<file path="src/sv/prmba_pkg.sv">
package prmba_pkg;

    localparam int NUM_BINS  = 13;
    localparam int MAX_BEATS = 128;
    localparam int BIN_W     = $clog2(NUM_BINS);

    localparam int SMP_W  = 10;
    localparam int TIME_W = 32;
    localparam int RATE_W = 8;
    localparam int CNT_W  = 8;
    localparam int SUM_W  = 15;
    localparam int TOT_W  = 8;
    localparam int INST_W = 16;

    // shared divider: 16-bit dividend, 32-bit divisor, one quotient bit per cycle
    localparam int DIV_W  = 16;
    localparam int DVS_W  = 32;
    localparam int DCNT_W = $clog2(DIV_W + 1);

    localparam logic [DIV_W-1:0] RATE_NUM = 16'd60000;
    localparam logic [SUM_W-1:0] SUM_MAX  = {SUM_W{1'b1}};
    localparam logic [CNT_W-1:0] CNT_MAX  = {CNT_W{1'b1}};
    localparam logic [TOT_W-1:0] TOT_MAX  = TOT_W'(MAX_BEATS);

    // rate / 10 as (rate * 205) >> 11, exact for 8-bit rates
    localparam logic [7:0] BIN_MUL   = 8'd205;
    localparam int         BIN_SHIFT = 11;

    localparam int CFG_W = 2;
    localparam logic [CFG_W-1:0] CFG_UPPER = 2'd0;
    localparam logic [CFG_W-1:0] CFG_LOWER = 2'd1;
    localparam logic [CFG_W-1:0] CFG_RMIN  = 2'd2;
    localparam logic [CFG_W-1:0] CFG_RMAX  = 2'd3;

    localparam logic [1:0] VERDICT_NORMAL = 2'd0;
    localparam logic [1:0] VERDICT_LOW    = 2'd1;
    localparam logic [1:0] VERDICT_HIGH   = 2'd2;
    localparam logic [DIV_W-1:0] LOW_LIMIT  = 16'd60;
    localparam logic [DIV_W-1:0] HIGH_LIMIT = 16'd90;

    typedef struct packed {
        logic              store;
        logic              clear;
        logic [BIN_W-1:0]  idx;
        logic [RATE_W-1:0] rate;
    } t_bin_cmd;

    typedef struct packed {
        logic             start;
        logic [DIV_W-1:0] dividend;
        logic [DVS_W-1:0] divisor;
    } t_div_req;

endpackage

</file>
<file path="src/sv/prmba_div.sv">
module prmba_div (
    input  logic                           i_clk,
    input  logic                           i_rst_n,
    input  prmba_pkg::t_div_req            i_req,
    output logic                           o_done,
    output logic [prmba_pkg::DIV_W-1:0]    o_quotient
);

    logic                            r_busy;
    logic                            r_done;
    logic [prmba_pkg::DCNT_W-1:0]    r_cnt;
    logic [prmba_pkg::DIV_W-1:0]     r_dvd;
    logic [prmba_pkg::DVS_W-1:0]     r_dvs;
    logic [prmba_pkg::DVS_W:0]       r_rem;
    logic [prmba_pkg::DIV_W-1:0]     r_quo;

    logic [prmba_pkg::DVS_W:0]       w_shift;
    logic [prmba_pkg::DVS_W:0]       w_sub;
    logic                            w_ge;

    always_comb begin
        w_shift = {r_rem[prmba_pkg::DVS_W-1:0], r_dvd[prmba_pkg::DIV_W-1]};
        w_ge    = w_shift >= {1'b0, r_dvs};
        w_sub   = w_shift - {1'b0, r_dvs};
    end

    always_ff @(posedge i_clk) begin
        if (!i_rst_n) begin
            r_busy <= 1'b0;
            r_done <= 1'b0;
            r_cnt  <= '0;
        end else begin
            r_done <= 1'b0;
            if (i_req.start) begin
                r_busy <= 1'b1;
                r_cnt  <= prmba_pkg::DCNT_W'(prmba_pkg::DIV_W);
            end else if (r_busy) begin
                r_cnt <= r_cnt - 1'b1;
                if (r_cnt == prmba_pkg::DCNT_W'(1)) begin
                    r_busy <= 1'b0;
                    r_done <= 1'b1;
                end
            end
        end
    end

    always_ff @(posedge i_clk) begin
        if (i_req.start) begin
            r_dvd <= i_req.dividend;
            r_dvs <= i_req.divisor;
            r_rem <= '0;
            r_quo <= '0;
        end else if (r_busy) begin
            r_rem <= w_ge ? w_sub : w_shift;
            r_quo <= {r_quo[prmba_pkg::DIV_W-2:0], w_ge};
            r_dvd <= {r_dvd[prmba_pkg::DIV_W-2:0], 1'b0};
        end
    end

    assign o_done     = r_done;
    assign o_quotient = r_quo;

endmodule

</file>
<file path="src/sv/prmba_bins.sv">
module prmba_bins (
    input  logic                            i_clk,
    input  logic                            i_rst_n,
    input  prmba_pkg::t_bin_cmd             i_cmd,
    input  logic [prmba_pkg::BIN_W-1:0]     i_rd_idx,
    output logic [prmba_pkg::CNT_W-1:0]     o_rd_count,
    output logic [prmba_pkg::SUM_W-1:0]     o_rd_sum,
    output logic                            o_empty,
    output logic                            o_full
);

    logic [prmba_pkg::CNT_W-1:0] r_count [prmba_pkg::NUM_BINS];
    logic [prmba_pkg::SUM_W-1:0] r_sum   [prmba_pkg::NUM_BINS];
    logic [prmba_pkg::TOT_W-1:0] r_total;

    logic [prmba_pkg::CNT_W-1:0] w_cnt_old;
    logic [prmba_pkg::SUM_W-1:0] w_sum_old;
    logic [prmba_pkg::SUM_W:0]   w_sum_add;
    logic [prmba_pkg::CNT_W-1:0] n_count;
    logic [prmba_pkg::SUM_W-1:0] n_sum;

    always_comb begin
        w_cnt_old = r_count[i_cmd.idx];
        w_sum_old = r_sum[i_cmd.idx];
        w_sum_add = {1'b0, w_sum_old} + (prmba_pkg::SUM_W + 1)'(i_cmd.rate);
        n_count   = (w_cnt_old == prmba_pkg::CNT_MAX) ? w_cnt_old : w_cnt_old + 1'b1;
        // saturate the running sum
        n_sum     = w_sum_add[prmba_pkg::SUM_W] ? prmba_pkg::SUM_MAX
                                                : w_sum_add[prmba_pkg::SUM_W-1:0];
    end

    always_ff @(posedge i_clk) begin
        if (!i_rst_n || i_cmd.clear) begin
            for (int k = 0; k < prmba_pkg::NUM_BINS; k++) begin
                r_count[k] <= '0;
                r_sum[k]   <= '0;
            end
            r_total <= '0;
        end else if (i_cmd.store) begin
            r_count[i_cmd.idx] <= n_count;
            r_sum[i_cmd.idx]   <= n_sum;
            r_total            <= r_total + 1'b1;
        end
    end

    assign o_rd_count = r_count[i_rd_idx];
    assign o_rd_sum   = r_sum[i_rd_idx];
    assign o_empty    = (r_total == '0);
    assign o_full     = (r_total >= prmba_pkg::TOT_MAX);

endmodule

</file>
<file path="src/sv/pulse_rate_mode_bin_average.sv">
// Path from the accepting edge to o_out_valid: a sample with no beat, a beat with a zero
// interval or a finish on an empty histogram passes EVAL and DONE; a beat with a rate passes
// EVAL, DIV_RATE (16-step shared divider), STORE and DONE; a finish passes EVAL, a scan of
// the 13 bins, AVG, DIV_AVG (the divider) and DONE. Items are taken one at a time: a new
// item is taken once the result sits in the output register, even if stalled.
// Reset (synchronous, active low) restores the default thresholds and clears detector and bins.
module pulse_rate_mode_bin_average (
    input  logic                              i_clk,
    input  logic                              i_rst_n,

    input  logic                              i_in_valid,
    output logic                              o_in_stall,
    input  logic                              i_op,
    input  logic [prmba_pkg::SMP_W-1:0]       i_sample,
    input  logic [prmba_pkg::TIME_W-1:0]      i_time_ms,

    output logic                              o_out_valid,
    input  logic                              i_out_stall,
    output logic                              o_beat_start,
    output logic [prmba_pkg::INST_W-1:0]      o_inst_rate,
    output logic                              o_rate_kept,
    output logic                              o_result_valid,
    output logic [prmba_pkg::RATE_W-1:0]      o_average_rate,
    output logic [1:0]                        o_verdict,

    input  logic                              i_cfg_valid,
    output logic                              o_cfg_ready,
    input  logic [prmba_pkg::CFG_W-1:0]       i_cfg_index,
    input  logic [prmba_pkg::SMP_W-1:0]       i_cfg_data
);

    localparam logic [2:0] S_IDLE     = 3'd0;
    localparam logic [2:0] S_EVAL     = 3'd1;
    localparam logic [2:0] S_DIV_RATE = 3'd2;
    localparam logic [2:0] S_STORE    = 3'd3;
    localparam logic [2:0] S_SCAN     = 3'd4;
    localparam logic [2:0] S_AVG      = 3'd5;
    localparam logic [2:0] S_DIV_AVG  = 3'd6;
    localparam logic [2:0] S_DONE     = 3'd7;

    logic [2:0] r_state;
    logic [2:0] n_state;

    logic [prmba_pkg::SMP_W-1:0]  r_upper;
    logic [prmba_pkg::SMP_W-1:0]  r_lower;
    logic [prmba_pkg::RATE_W-1:0] r_rate_min;
    logic [prmba_pkg::RATE_W-1:0] r_rate_max;

    logic                          r_beat_active;
    logic [prmba_pkg::TIME_W-1:0]  r_last_time;

    logic                          r_op;
    logic [prmba_pkg::SMP_W-1:0]   r_sample;
    logic [prmba_pkg::TIME_W-1:0]  r_time;

    logic [prmba_pkg::BIN_W-1:0]   r_idx;
    logic [prmba_pkg::BIN_W-1:0]   r_best;
    logic [prmba_pkg::CNT_W-1:0]   r_best_cnt;

    // staged result
    logic                          r_res_beat;
    logic [prmba_pkg::INST_W-1:0]  r_res_rate;
    logic                          r_res_kept;
    logic                          r_res_valid;
    logic [prmba_pkg::RATE_W-1:0]  r_res_avg;
    logic [1:0]                    r_res_verdict;

    // output register
    logic                          r_out_valid;
    logic                          r_out_beat;
    logic [prmba_pkg::INST_W-1:0]  r_out_rate;
    logic                          r_out_kept;
    logic                          r_out_rvalid;
    logic [prmba_pkg::RATE_W-1:0]  r_out_avg;
    logic [1:0]                    r_out_verdict;

    logic                          w_in_accept;
    logic                          w_out_free;
    logic                          w_beat;
    logic [prmba_pkg::TIME_W-1:0]  w_interval;
    logic                          w_in_range;
    logic [15:0]                   w_bin_prod;
    logic [15-prmba_pkg::BIN_SHIFT:0] w_bin;
    logic                          w_keep;

    prmba_pkg::t_div_req           w_div_req;
    logic                          w_div_done;
    logic [prmba_pkg::DIV_W-1:0]   w_quo;

    prmba_pkg::t_bin_cmd           w_bin_cmd;
    logic [prmba_pkg::BIN_W-1:0]   w_rd_idx;
    logic [prmba_pkg::CNT_W-1:0]   w_rd_count;
    logic [prmba_pkg::SUM_W-1:0]   w_rd_sum;
    logic                          w_empty;
    logic                          w_full;

    assign o_in_stall  = (r_state != S_IDLE);
    assign w_in_accept = i_in_valid && !o_in_stall;
    assign w_out_free  = !r_out_valid || !i_out_stall;
    assign o_cfg_ready = 1'b1;

    always_comb begin
        w_beat     = (r_sample > r_upper) && !r_beat_active;
        w_interval = r_time - r_last_time;
        w_in_range = (w_quo >= prmba_pkg::DIV_W'(r_rate_min))
                  && (w_quo <= prmba_pkg::DIV_W'(r_rate_max));
        w_bin_prod = r_res_rate[7:0] * prmba_pkg::BIN_MUL;
        w_bin      = w_bin_prod[15:prmba_pkg::BIN_SHIFT];
        w_keep     = r_res_kept && !w_full
                  && (w_bin < ($bits(w_bin))'(prmba_pkg::NUM_BINS));
    end

    always_comb begin
        w_div_req = '0;
        if (r_state == S_EVAL && !r_op && w_beat && w_interval != '0) begin
            w_div_req.start    = 1'b1;
            w_div_req.dividend = prmba_pkg::RATE_NUM;
            w_div_req.divisor  = w_interval;
        end else if (r_state == S_AVG && w_rd_count != '0) begin
            w_div_req.start    = 1'b1;
            w_div_req.dividend = prmba_pkg::DIV_W'(w_rd_sum);
            w_div_req.divisor  = prmba_pkg::DVS_W'(w_rd_count);
        end
    end

    always_comb begin
        w_bin_cmd       = '0;
        w_bin_cmd.idx   = w_bin[prmba_pkg::BIN_W-1:0];
        w_bin_cmd.rate  = r_res_rate[prmba_pkg::RATE_W-1:0];
        w_bin_cmd.store = (r_state == S_STORE) && w_keep;
        w_bin_cmd.clear = (r_state == S_EVAL && r_op && w_empty)
                       || (r_state == S_AVG && w_rd_count == '0)
                       || (r_state == S_DIV_AVG && w_div_done);
    end

    assign w_rd_idx = (r_state == S_SCAN) ? r_idx : r_best;

    always_comb begin
        n_state = r_state;
        case (r_state)
            S_IDLE:     if (w_in_accept) n_state = S_EVAL;
            S_EVAL: begin
                if (r_op) begin
                    n_state = w_empty ? S_DONE : S_SCAN;
                end else if (w_beat && w_interval != '0) begin
                    n_state = S_DIV_RATE;
                end else begin
                    n_state = S_DONE;
                end
            end
            S_DIV_RATE: if (w_div_done) n_state = S_STORE;
            S_STORE:    n_state = S_DONE;
            S_SCAN: begin
                if (r_idx == prmba_pkg::BIN_W'(prmba_pkg::NUM_BINS - 1)) n_state = S_AVG;
            end
            S_AVG:      n_state = (w_rd_count == '0) ? S_DONE : S_DIV_AVG;
            S_DIV_AVG:  if (w_div_done) n_state = S_DONE;
            S_DONE:     if (w_out_free) n_state = S_IDLE;
            default:    n_state = S_IDLE;
        endcase
    end

    always_ff @(posedge i_clk) begin
        if (!i_rst_n) begin
            r_state       <= S_IDLE;
            r_upper       <= 10'd485;
            r_lower       <= 10'd480;
            r_rate_min    <= 8'd50;
            r_rate_max    <= 8'd120;
            r_beat_active <= 1'b0;
            r_last_time   <= '0;
            r_out_valid   <= 1'b0;
        end else begin
            r_state <= n_state;

            if (i_cfg_valid && o_cfg_ready) begin
                case (i_cfg_index)
                    prmba_pkg::CFG_UPPER: r_upper    <= i_cfg_data;
                    prmba_pkg::CFG_LOWER: r_lower    <= i_cfg_data;
                    prmba_pkg::CFG_RMIN:  r_rate_min <= i_cfg_data[prmba_pkg::RATE_W-1:0];
                    prmba_pkg::CFG_RMAX:  r_rate_max <= i_cfg_data[prmba_pkg::RATE_W-1:0];
                    default: ;
                endcase
            end

            // beat test first, then re-arm
            if (r_state == S_EVAL && !r_op) begin
                if (w_beat) begin
                    r_last_time <= r_time;
                end
                if (r_sample < r_lower) begin
                    r_beat_active <= 1'b0;
                end else if (w_beat) begin
                    r_beat_active <= 1'b1;
                end
            end

            if (r_state == S_DONE && w_out_free) begin
                r_out_valid <= 1'b1;
            end else if (!i_out_stall) begin
                r_out_valid <= 1'b0;
            end
        end
    end

    always_ff @(posedge i_clk) begin
        if (w_in_accept) begin
            r_op     <= i_op;
            r_sample <= i_sample;
            r_time   <= i_time_ms;
        end

        case (r_state)
            S_EVAL: begin
                r_res_beat    <= !r_op && w_beat;
                r_res_rate    <= '0;
                r_res_kept    <= 1'b0;
                r_res_valid   <= 1'b0;
                r_res_avg     <= '0;
                r_res_verdict <= prmba_pkg::VERDICT_NORMAL;
                r_idx         <= '0;
                r_best        <= '0;
                r_best_cnt    <= '0;
            end
            S_DIV_RATE: begin
                if (w_div_done) begin
                    r_res_rate <= w_quo;
                    r_res_kept <= w_in_range;
                end
            end
            S_STORE: begin
                r_res_kept <= w_keep;
            end
            S_SCAN: begin
                // strict compare keeps the lowest bin on ties
                if (w_rd_count > r_best_cnt) begin
                    r_best     <= r_idx;
                    r_best_cnt <= w_rd_count;
                end
                r_idx <= r_idx + 1'b1;
            end
            S_AVG: begin
                r_res_valid <= 1'b1;
                r_res_verdict <= prmba_pkg::VERDICT_LOW;
            end
            S_DIV_AVG: begin
                if (w_div_done) begin
                    r_res_avg <= w_quo[prmba_pkg::RATE_W-1:0];
                    if (w_quo < prmba_pkg::LOW_LIMIT) begin
                        r_res_verdict <= prmba_pkg::VERDICT_LOW;
                    end else if (w_quo > prmba_pkg::HIGH_LIMIT) begin
                        r_res_verdict <= prmba_pkg::VERDICT_HIGH;
                    end else begin
                        r_res_verdict <= prmba_pkg::VERDICT_NORMAL;
                    end
                end
            end
            default: ;
        endcase

        if (r_state == S_DONE && w_out_free) begin
            r_out_beat    <= r_res_beat;
            r_out_rate    <= r_res_rate;
            r_out_kept    <= r_res_kept;
            r_out_rvalid  <= r_res_valid;
            r_out_avg     <= r_res_avg;
            r_out_verdict <= r_res_verdict;
        end
    end

    prmba_div u_div (
        .i_clk      (i_clk),
        .i_rst_n    (i_rst_n),
        .i_req      (w_div_req),
        .o_done     (w_div_done),
        .o_quotient (w_quo)
    );

    prmba_bins u_bins (
        .i_clk      (i_clk),
        .i_rst_n    (i_rst_n),
        .i_cmd      (w_bin_cmd),
        .i_rd_idx   (w_rd_idx),
        .o_rd_count (w_rd_count),
        .o_rd_sum   (w_rd_sum),
        .o_empty    (w_empty),
        .o_full     (w_full)
    );

    assign o_out_valid    = r_out_valid;
    assign o_beat_start   = r_out_beat;
    assign o_inst_rate    = r_out_rate;
    assign o_rate_kept    = r_out_kept;
    assign o_result_valid = r_out_rvalid;
    assign o_average_rate = r_out_avg;
    assign o_verdict      = r_out_verdict;

    a_accept_busy: assert property (@(posedge i_clk) disable iff (!i_rst_n)
        w_in_accept |=> (r_state == S_EVAL))
        else $error("accepted beat did not start evaluation");

    a_div_done_state: assert property (@(posedge i_clk) disable iff (!i_rst_n)
        w_div_done |-> (r_state == S_DIV_RATE || r_state == S_DIV_AVG))
        else $error("divider finished outside a divide state");

    a_finish_fields: assert property (@(posedge i_clk) disable iff (!i_rst_n)
        (r_out_valid && r_out_rvalid) |-> (!r_out_beat && !r_out_kept && r_out_rate == '0))
        else $error("finish result carries sample fields");

    a_kept_has_beat: assert property (@(posedge i_clk) disable iff (!i_rst_n)
        (r_out_valid && r_out_kept) |-> (r_out_beat && r_out_rate != '0))
        else $error("stored rate without a beat");

    a_store_not_full: assert property (@(posedge i_clk) disable iff (!i_rst_n)
        w_bin_cmd.store |-> !w_full)
        else $error("store into a full histogram");

endmodule
</file>
<file path="config.mk">
export PLATFORM = sky130hd
export DESIGN_NAME = pulse_rate_mode_bin_average
export DESIGN_NICKNAME = d
export VERILOG_FILES = /design/src/sv/prmba_pkg.sv /design/src/sv/prmba_div.sv /design/src/sv/prmba_bins.sv /design/src/sv/pulse_rate_mode_bin_average.sv
export SDC_FILE = /design/constraint.sdc
export NUM_CORES = 2
export LEC_CHECK = 0
export BUFFER_PORTS_ARGS = -buffer_cell sky130_fd_sc_hd__buf_2
export CORE_ASPECT_RATIO = 0.6
export CORE_MARGIN = 2
export CORE_UTILIZATION = 57
export DETAILED_ROUTE_END_ITERATION = 8
export PLACE_DENSITY = 0.77
export RECOVER_POWER = 25
export SLEW_MARGIN = 20
export SYNTH_ARGS = -nofsm -noshare
export SYNTH_HDL_FRONTEND = slang
export SYNTH_SLANG_ARGS = --single-unit
</file>
<file path="constraint.sdc">
create_clock -name i_clk -period 8.5 [get_ports i_clk]
set_clock_uncertainty 0.05 [all_clocks]
set_input_delay 0.85 -clock i_clk [delete_from_list [all_inputs] [get_ports i_clk]]
set_output_delay 0.85 -clock i_clk [all_outputs]
set_load 0.005 [all_outputs]
</file>
### Word-level counts from Yosys, hierarchy flattened

Memories as Yosys holds them, arrays and structs flattened.
Cells that the tools add are included.

| word-level totals | value |
|---|---|
| bits in registers | 301 |
| memory bits (writable) | 299 |
| input bits | 60 |
| output and inout port bits | 32 |
| logic and storage cells | 191 |
| memories | 2 |

| cells by class | value |
|---|---|
| add/sub/neg operators | 7 |
| multipliers | 1 |
| magnitude comparators | 10 |
| equality and inequality tests | 20 |
| mux-type cells | 55 |
| bitwise gates (word level) | 2 |
| reductions and logical operators | 59 |

Memories:

| memory | depth | width | read ports | clocked after memory_dff | wr ports | line | RTL |
|---|---|---|---|---|---|---|---|
| u_bins.r_sum | 13 | 15 | 2 | 0 | 13 | prmba_bins.sv:13 | `logic [prmba_pkg::SUM_W-1:0] r_sum [prmba_pkg::NUM_BINS];` |
| u_bins.r_count | 13 | 8 | 2 | 0 | 13 | prmba_bins.sv:12 | `logic [prmba_pkg::CNT_W-1:0] r_count [prmba_pkg::NUM_BINS];` |

Operators by type and width:

| operator | number |
|---|---|
| 49-bit two-way mux | 2 |
| 32-bit subtractor | 2 |
| 16-bit two-way mux | 3 |
| 33-bit by 32-bit >= comparator with 1-bit output | 1 |
| 32-bit two-way mux | 1 |
| 8-bit two-way mux | 4 |
| 16-bit case mux with 2 select lines | 1 |
| 8-bit case mux with 2 select lines | 2 |
| 32-bit nonzero test | 1 |
| 15-bit two-way mux | 2 |
| 3-bit case mux with 8 select lines | 1 |
| 2-bit AND reduction | 11 |
| 3-bit two-way mux | 7 |
| 1-bit logical AND | 17 |
| 1-bit two-way mux | 17 |
| 15-bit by 8-bit adder with 16-bit output | 1 |
| 8-bit by 1-bit adder with 8-bit output, second input constant | 2 |
| 16-bit by 8-bit >= comparator with 1-bit output | 1 |
| 16-bit by 7-bit > comparator with 1-bit output, second input constant | 1 |
| 16-bit by 8-bit less-or-equal comparator with 1-bit output | 1 |
| 8-bit zero test | 2 |
| 16-bit by 6-bit less-than comparator with 1-bit output, second input constant | 1 |
| 8-bit by 8-bit multiplier with 16-bit output, second input constant | 1 |
| 4-bit two-way mux | 4 |
| 36 further kinds | 68 |

### Depth between registers and ports, before layout

An unclocked memory read counts as a cell.

| logic depth | value |
|---|---|
| depth in word-level cells | 12 |
| gate-level depth with buffers | 37 |
| depth with buffers taken out | 32 |

### Cells and area by module

A second synthesis with hierarchy kept.

| unflattened totals | value |
|---|---|
| cell total of the unflattened synthesis | 3083 |
| area total of the unflattened synthesis | 37095.6 um^2 |

Modules (own cells, without submodules):

| module | instances | cells each | area an instance (um^2) |
|---|---|---|---|
| prmba_bins | 1 | 1266 | 19612.6 |
| pulse_rate_mode_bin_average | 1 | 1197 | 11572.3 |
| prmba_div | 1 | 620 | 5910.7 |

### Worst setup path after synthesis

No wires, ideal clock.

| timing path | value |
|---|---|
| path type | register -> register |
| start | register r_res_rate[1] in the netlist's numbering |
| end | memory u_bins.r_sum[0][12] in the netlist's numbering (data pin) |
| data arrival time | 8.093 ns |
| slack | 0.092 ns |
| cell stages (with the launch flop) | 36 |
| clock period less this slack | 8.408 ns |
| path through | edfxtp_1 -> ha_1 -> xor2_1 -> ha_1 -> fa_1 -> inv_1 -> fa_1 -> inv_1 -> ha_1 -> a211oi_2 -> o21bai_2 -> or4_1 -> buf_4 -> a21oi_4 -> xnor2_2 -> buf_6 -> buf_4 -> clkbuf_1 -> nor3_1 -> a21oi_1 -> o22ai_1 -> a311o_1 -> o21ai_0 -> ha_1 -> inv_1 -> fa_1 -> nor2b_1 -> o21ai_0 -> a21boi_0 -> o21ai_0 -> a21boi_0 -> o21ai_0 -> nor2b_1 -> o41ai_2 -> buf_2 -> nor2_1 |

RTL lines:

| what | line | RTL |
|---|---|---|
| from (decl) | pulse_rate_mode_bin_average.sv:62 | `logic [prmba_pkg::INST_W-1:0] r_res_rate;` |
| from (signal assigned) | pulse_rate_mode_bin_average.sv:227 | `r_res_rate <= w_quo;` |
| to (decl) | prmba_bins.sv:13 |  |

==> run_results.csv <==
group,metric,value,unit
route,wl_per_cell,23.2,um
cells_and_area,syn_to_final_growth,10.5,%
cells_and_area,instances_no_fill,4989,
cts,clk_pin_slew,70,ps
floorplanning,io_pins,92,
global_route,grt_max_degree,138,
setup_path,slowest_stage,"fa_1",
global_route,top_usage_layer,"met1",
yosys,ys_ff_latch,669,
global_route,gr-total-overflow,0,
route,drc,0,
global_route,grt_pass1_vias,29000,
route,drtPass1Iterations,6,
run_status,failed_checks,"max-capacitance violations, max-slew violations",
cells_and_area,drive_gt1_share,9.81,%
setup_path,r2r_end,"u_bins.r_sum[3][4]",
floorplanning,die_area,0.0685,sq mm
timing,finalCriticalPeriod,8100,ps
placed_design,dp_hpwl,77.1,mm
timing,setup_viol,0,
yosys,async_reset_ff_share,0,%
global_route,met1_usage,52.1,%
yosys,avgSynthCellArea,9.58,sq um
yosys,syn_area,0.0378,sq mm
setup_path,slowest_delay,570,ps
hold_path,hold_class,"in -> reg",
floorplanning,die_h,203,um
yosys,ys.flop_type,"edfxtp_1",
yosys,postSynthCellCount,3946,
timing,clock.fmax,123,MHz
route,drt-initial-drc-count,5099,
global_route,gr-usage-met2,44.0,%
yosys,ys_types,105,
setup_path,critPathMaxFanout,37,
route,drt-vias-per-instance,6.36,
floorplanning,coreArea,0.0659,sq mm
yosys,synthDominantCellAreaShare,42.3,%
cts,cts_buffers,61,
yosys,synth_largest_area_cell,"edfxtp_1",
run_status,status,"complete, but fails checks",
yosys,synth_area_leaders,"edfxtp_1 (42%), nand2_1 (7.3%), dfxtp_1 (7.2%), ha_1 (5.5%), nor2_1 (4.4%)",
hold_path,hold_depth,1,
route,antenna_left,0,
timing,slew_violations,202,
cts,clockRootBuffer,"clkbuf_16",
floorplanning,die_x,336,um
setup_path,start_kind,"flip-flop",
hold_path,min_from,"i_time_ms[31]",
setup_path,arrival,8440,ps
yosys,ys_warn_count,0,
floorplanning,row_count,73,
global_route,antenna_found_initial,2,
setup_path,critPathKind,"reg -> reg",
timing,max_slew_margin,-135,%
cts,clk_latency,660,ps
placed_design,gp_congestion,1.00,
cts,tritoncts,"yes",
setup_path,setup.worst_path.end_class,"flip-flop",
yosys,synth-seq-area-share,49.6,%
timing,period_share,95.3,%
placed_design,numPlacedInstances,4870,
cts,cts_max_level,2,
route,finalWirelength,116,mm
cts,clock_sinks,669,
global_route,met3_usage,11.7,%
global_route,grt_pass1_wl,175,mm
setup_path,ff2ff_path_depth,30,
yosys,synth-edff-count,533,
hold_path,min_to,"r_time[31]",
timing,hold_viol,0,
run,drv_cap,5,
setup_path,critPathRequiredTime,8840,ps
setup_path,r2r_start,"r_res_rate[2]",
global_route,grt_use_total,33.6,%
route,via_count,31700,
cts,cts_hold_buf,0,
cts,cts_max_path_buffers,3,
floorplanning,start_util,57.3,%
cells_and_area,fin_nets,4274,
placed_design,port_buffers,90,
setup_path,r2r_setup_slack,400,ps
timing,worst-slew-pin-transition,3520,ps
## worst max path at each step
stage          slack (ps)  depth (start not counted)          start                   end
2_1_floorplan          90                         35  r_res_rate[1]   u_bins.r_sum[0][12]
4_1_cts               200                         30  r_res_rate[2]  u_bins.r_sum[15][10]
6_report              400                         30  r_res_rate[2]    u_bins.r_sum[3][4]
5_1_grt                -3                         32  r_res_rate[2]    u_bins.r_sum[3][1]
3_5_place_dp          -20                         30  r_res_rate[2]  u_bins.r_sum[14][10]
3_3_place_gp          130                         31  r_res_rate[2]  u_bins.r_sum[14][10]
## layout make-up
class / count / area (sq um)
Fill cell: 5449 / 24200
Sequential cell: 669 / 18700
Multi-Input combinational cell: 2892 / 17600
Clock buffer: 77 / 1690
Timing Repair Buffer: 217 / 1490
Tap cell: 900 / 1130
Inverter: 195 / 732
Clock inverter: 38 / 369
Antenna cell: 1 / 2.50
## critical path, delay by kind of cell, from the launching register on
| family | cells | cell delay (ps) |
|---|---|---|
| adders and majority gates | 6 | 2270 |
| AOI/OAI and AO/OA | 10 | 2240 |
| DFF | 1 | 460 |
| and+or+nand+nor | 4 | 960 |
| xor gates and xnor gates | 2 | 330 |
| buffers and inverters | 8 | 1470 |
## cell usage after synthesis (84+ instances only)
cell type  count
nand2_1      740
nand3_1      219
and3_1        84
a21oi_1      136
nor2_1       440
clkbuf_1     166
dfxtp_1      136
edfxtp_1     533
mux2i_1       94
ha_1         165
inv_1        176
## per-layer routing
layer  vias to the layer above  routed length [um]
li1                      14200                   -
met2                      2297               44300
met5                         -                  55
met4                         2                2800
met1                     14900               49400
met3                       290               19400
## flip-flops by register name, indices dropped and copies added, names as in the netlist, 10 cells and up
name              count
u_bins.r_sum        240
u_div.o_quotient     16
o_inst_rate          16
r_sample             10
r_upper              10
u_div.r_rem          32
u_div.r_dvd          16
u_div.r_dvs          32
r_last_time          32
r_time               32
r_res_rate           16
u_bins.r_count      128
r_lower              10
## through the flow
stage | cell area [sq um] | setup TNS (ps) | setup WS, ps | utilization (%) | hold WS (ps)
after floorplan | 38100 | 0 | 92.4 | - | 350
after global placement | 39700 | 0 | 135 | 60.2 | 352
after detailed placement | 39700 | -45.4 | -15.1 | 60.2 | 355
after CTS | 41800 | 0 | 200 | 63.3 | 276
after global routing | 41800 | -8.44 | -3.01 | 63.3 | 283
final | 41800 | 0 | 396 | 63.3 | 308
## cells by family (layout without fill, tap and decap cells)
group,Yosys count,count (layout),synth area share (%)
compound gates,712,712,13.6
xor+xnor,80,80,1.87
fa+ha+maj,178,178,6.15
buf+inv,453,527,4.99
flops,669,669,49.6
mux,117,117,3.48
other cells,2,71,0.0199
simple gates,1735,1735,20.3
## layout by cell type (no fill, tap or decap), types with 54 or more instances in the layout
cell type,netlist,routed
nor3_1,55,54
buf_2,33,65
nor2_1,440,437
conb_1,2,70
o21ai_0,81,80
edfxtp_1,533,533
nand2_1,740,740
a21oi_1,136,133
ha_1,165,165
dfxtp_1,136,135
xnor2_1,56,55
a21boi_0,59,59
inv_1,176,176
a211oi_1,81,80
nand3_1,219,219
mux2i_1,94,92
buf_4,16,107
and3_1,84,84
clkbuf_16,0,63
a311oi_1,56,56
## timing repair
item	in CTS	in global routing
endpoints found under the setup margin	6	208
gates cloned	0	0
endpoints found under the hold margin	0	0
buffers inserted	0	3
resized for setup	1	4
pin swaps	0	3
Power is left out: the tool's default activity adds up to more than one toggle a clock period on the data nets, which glitch-free logic cannot reach.
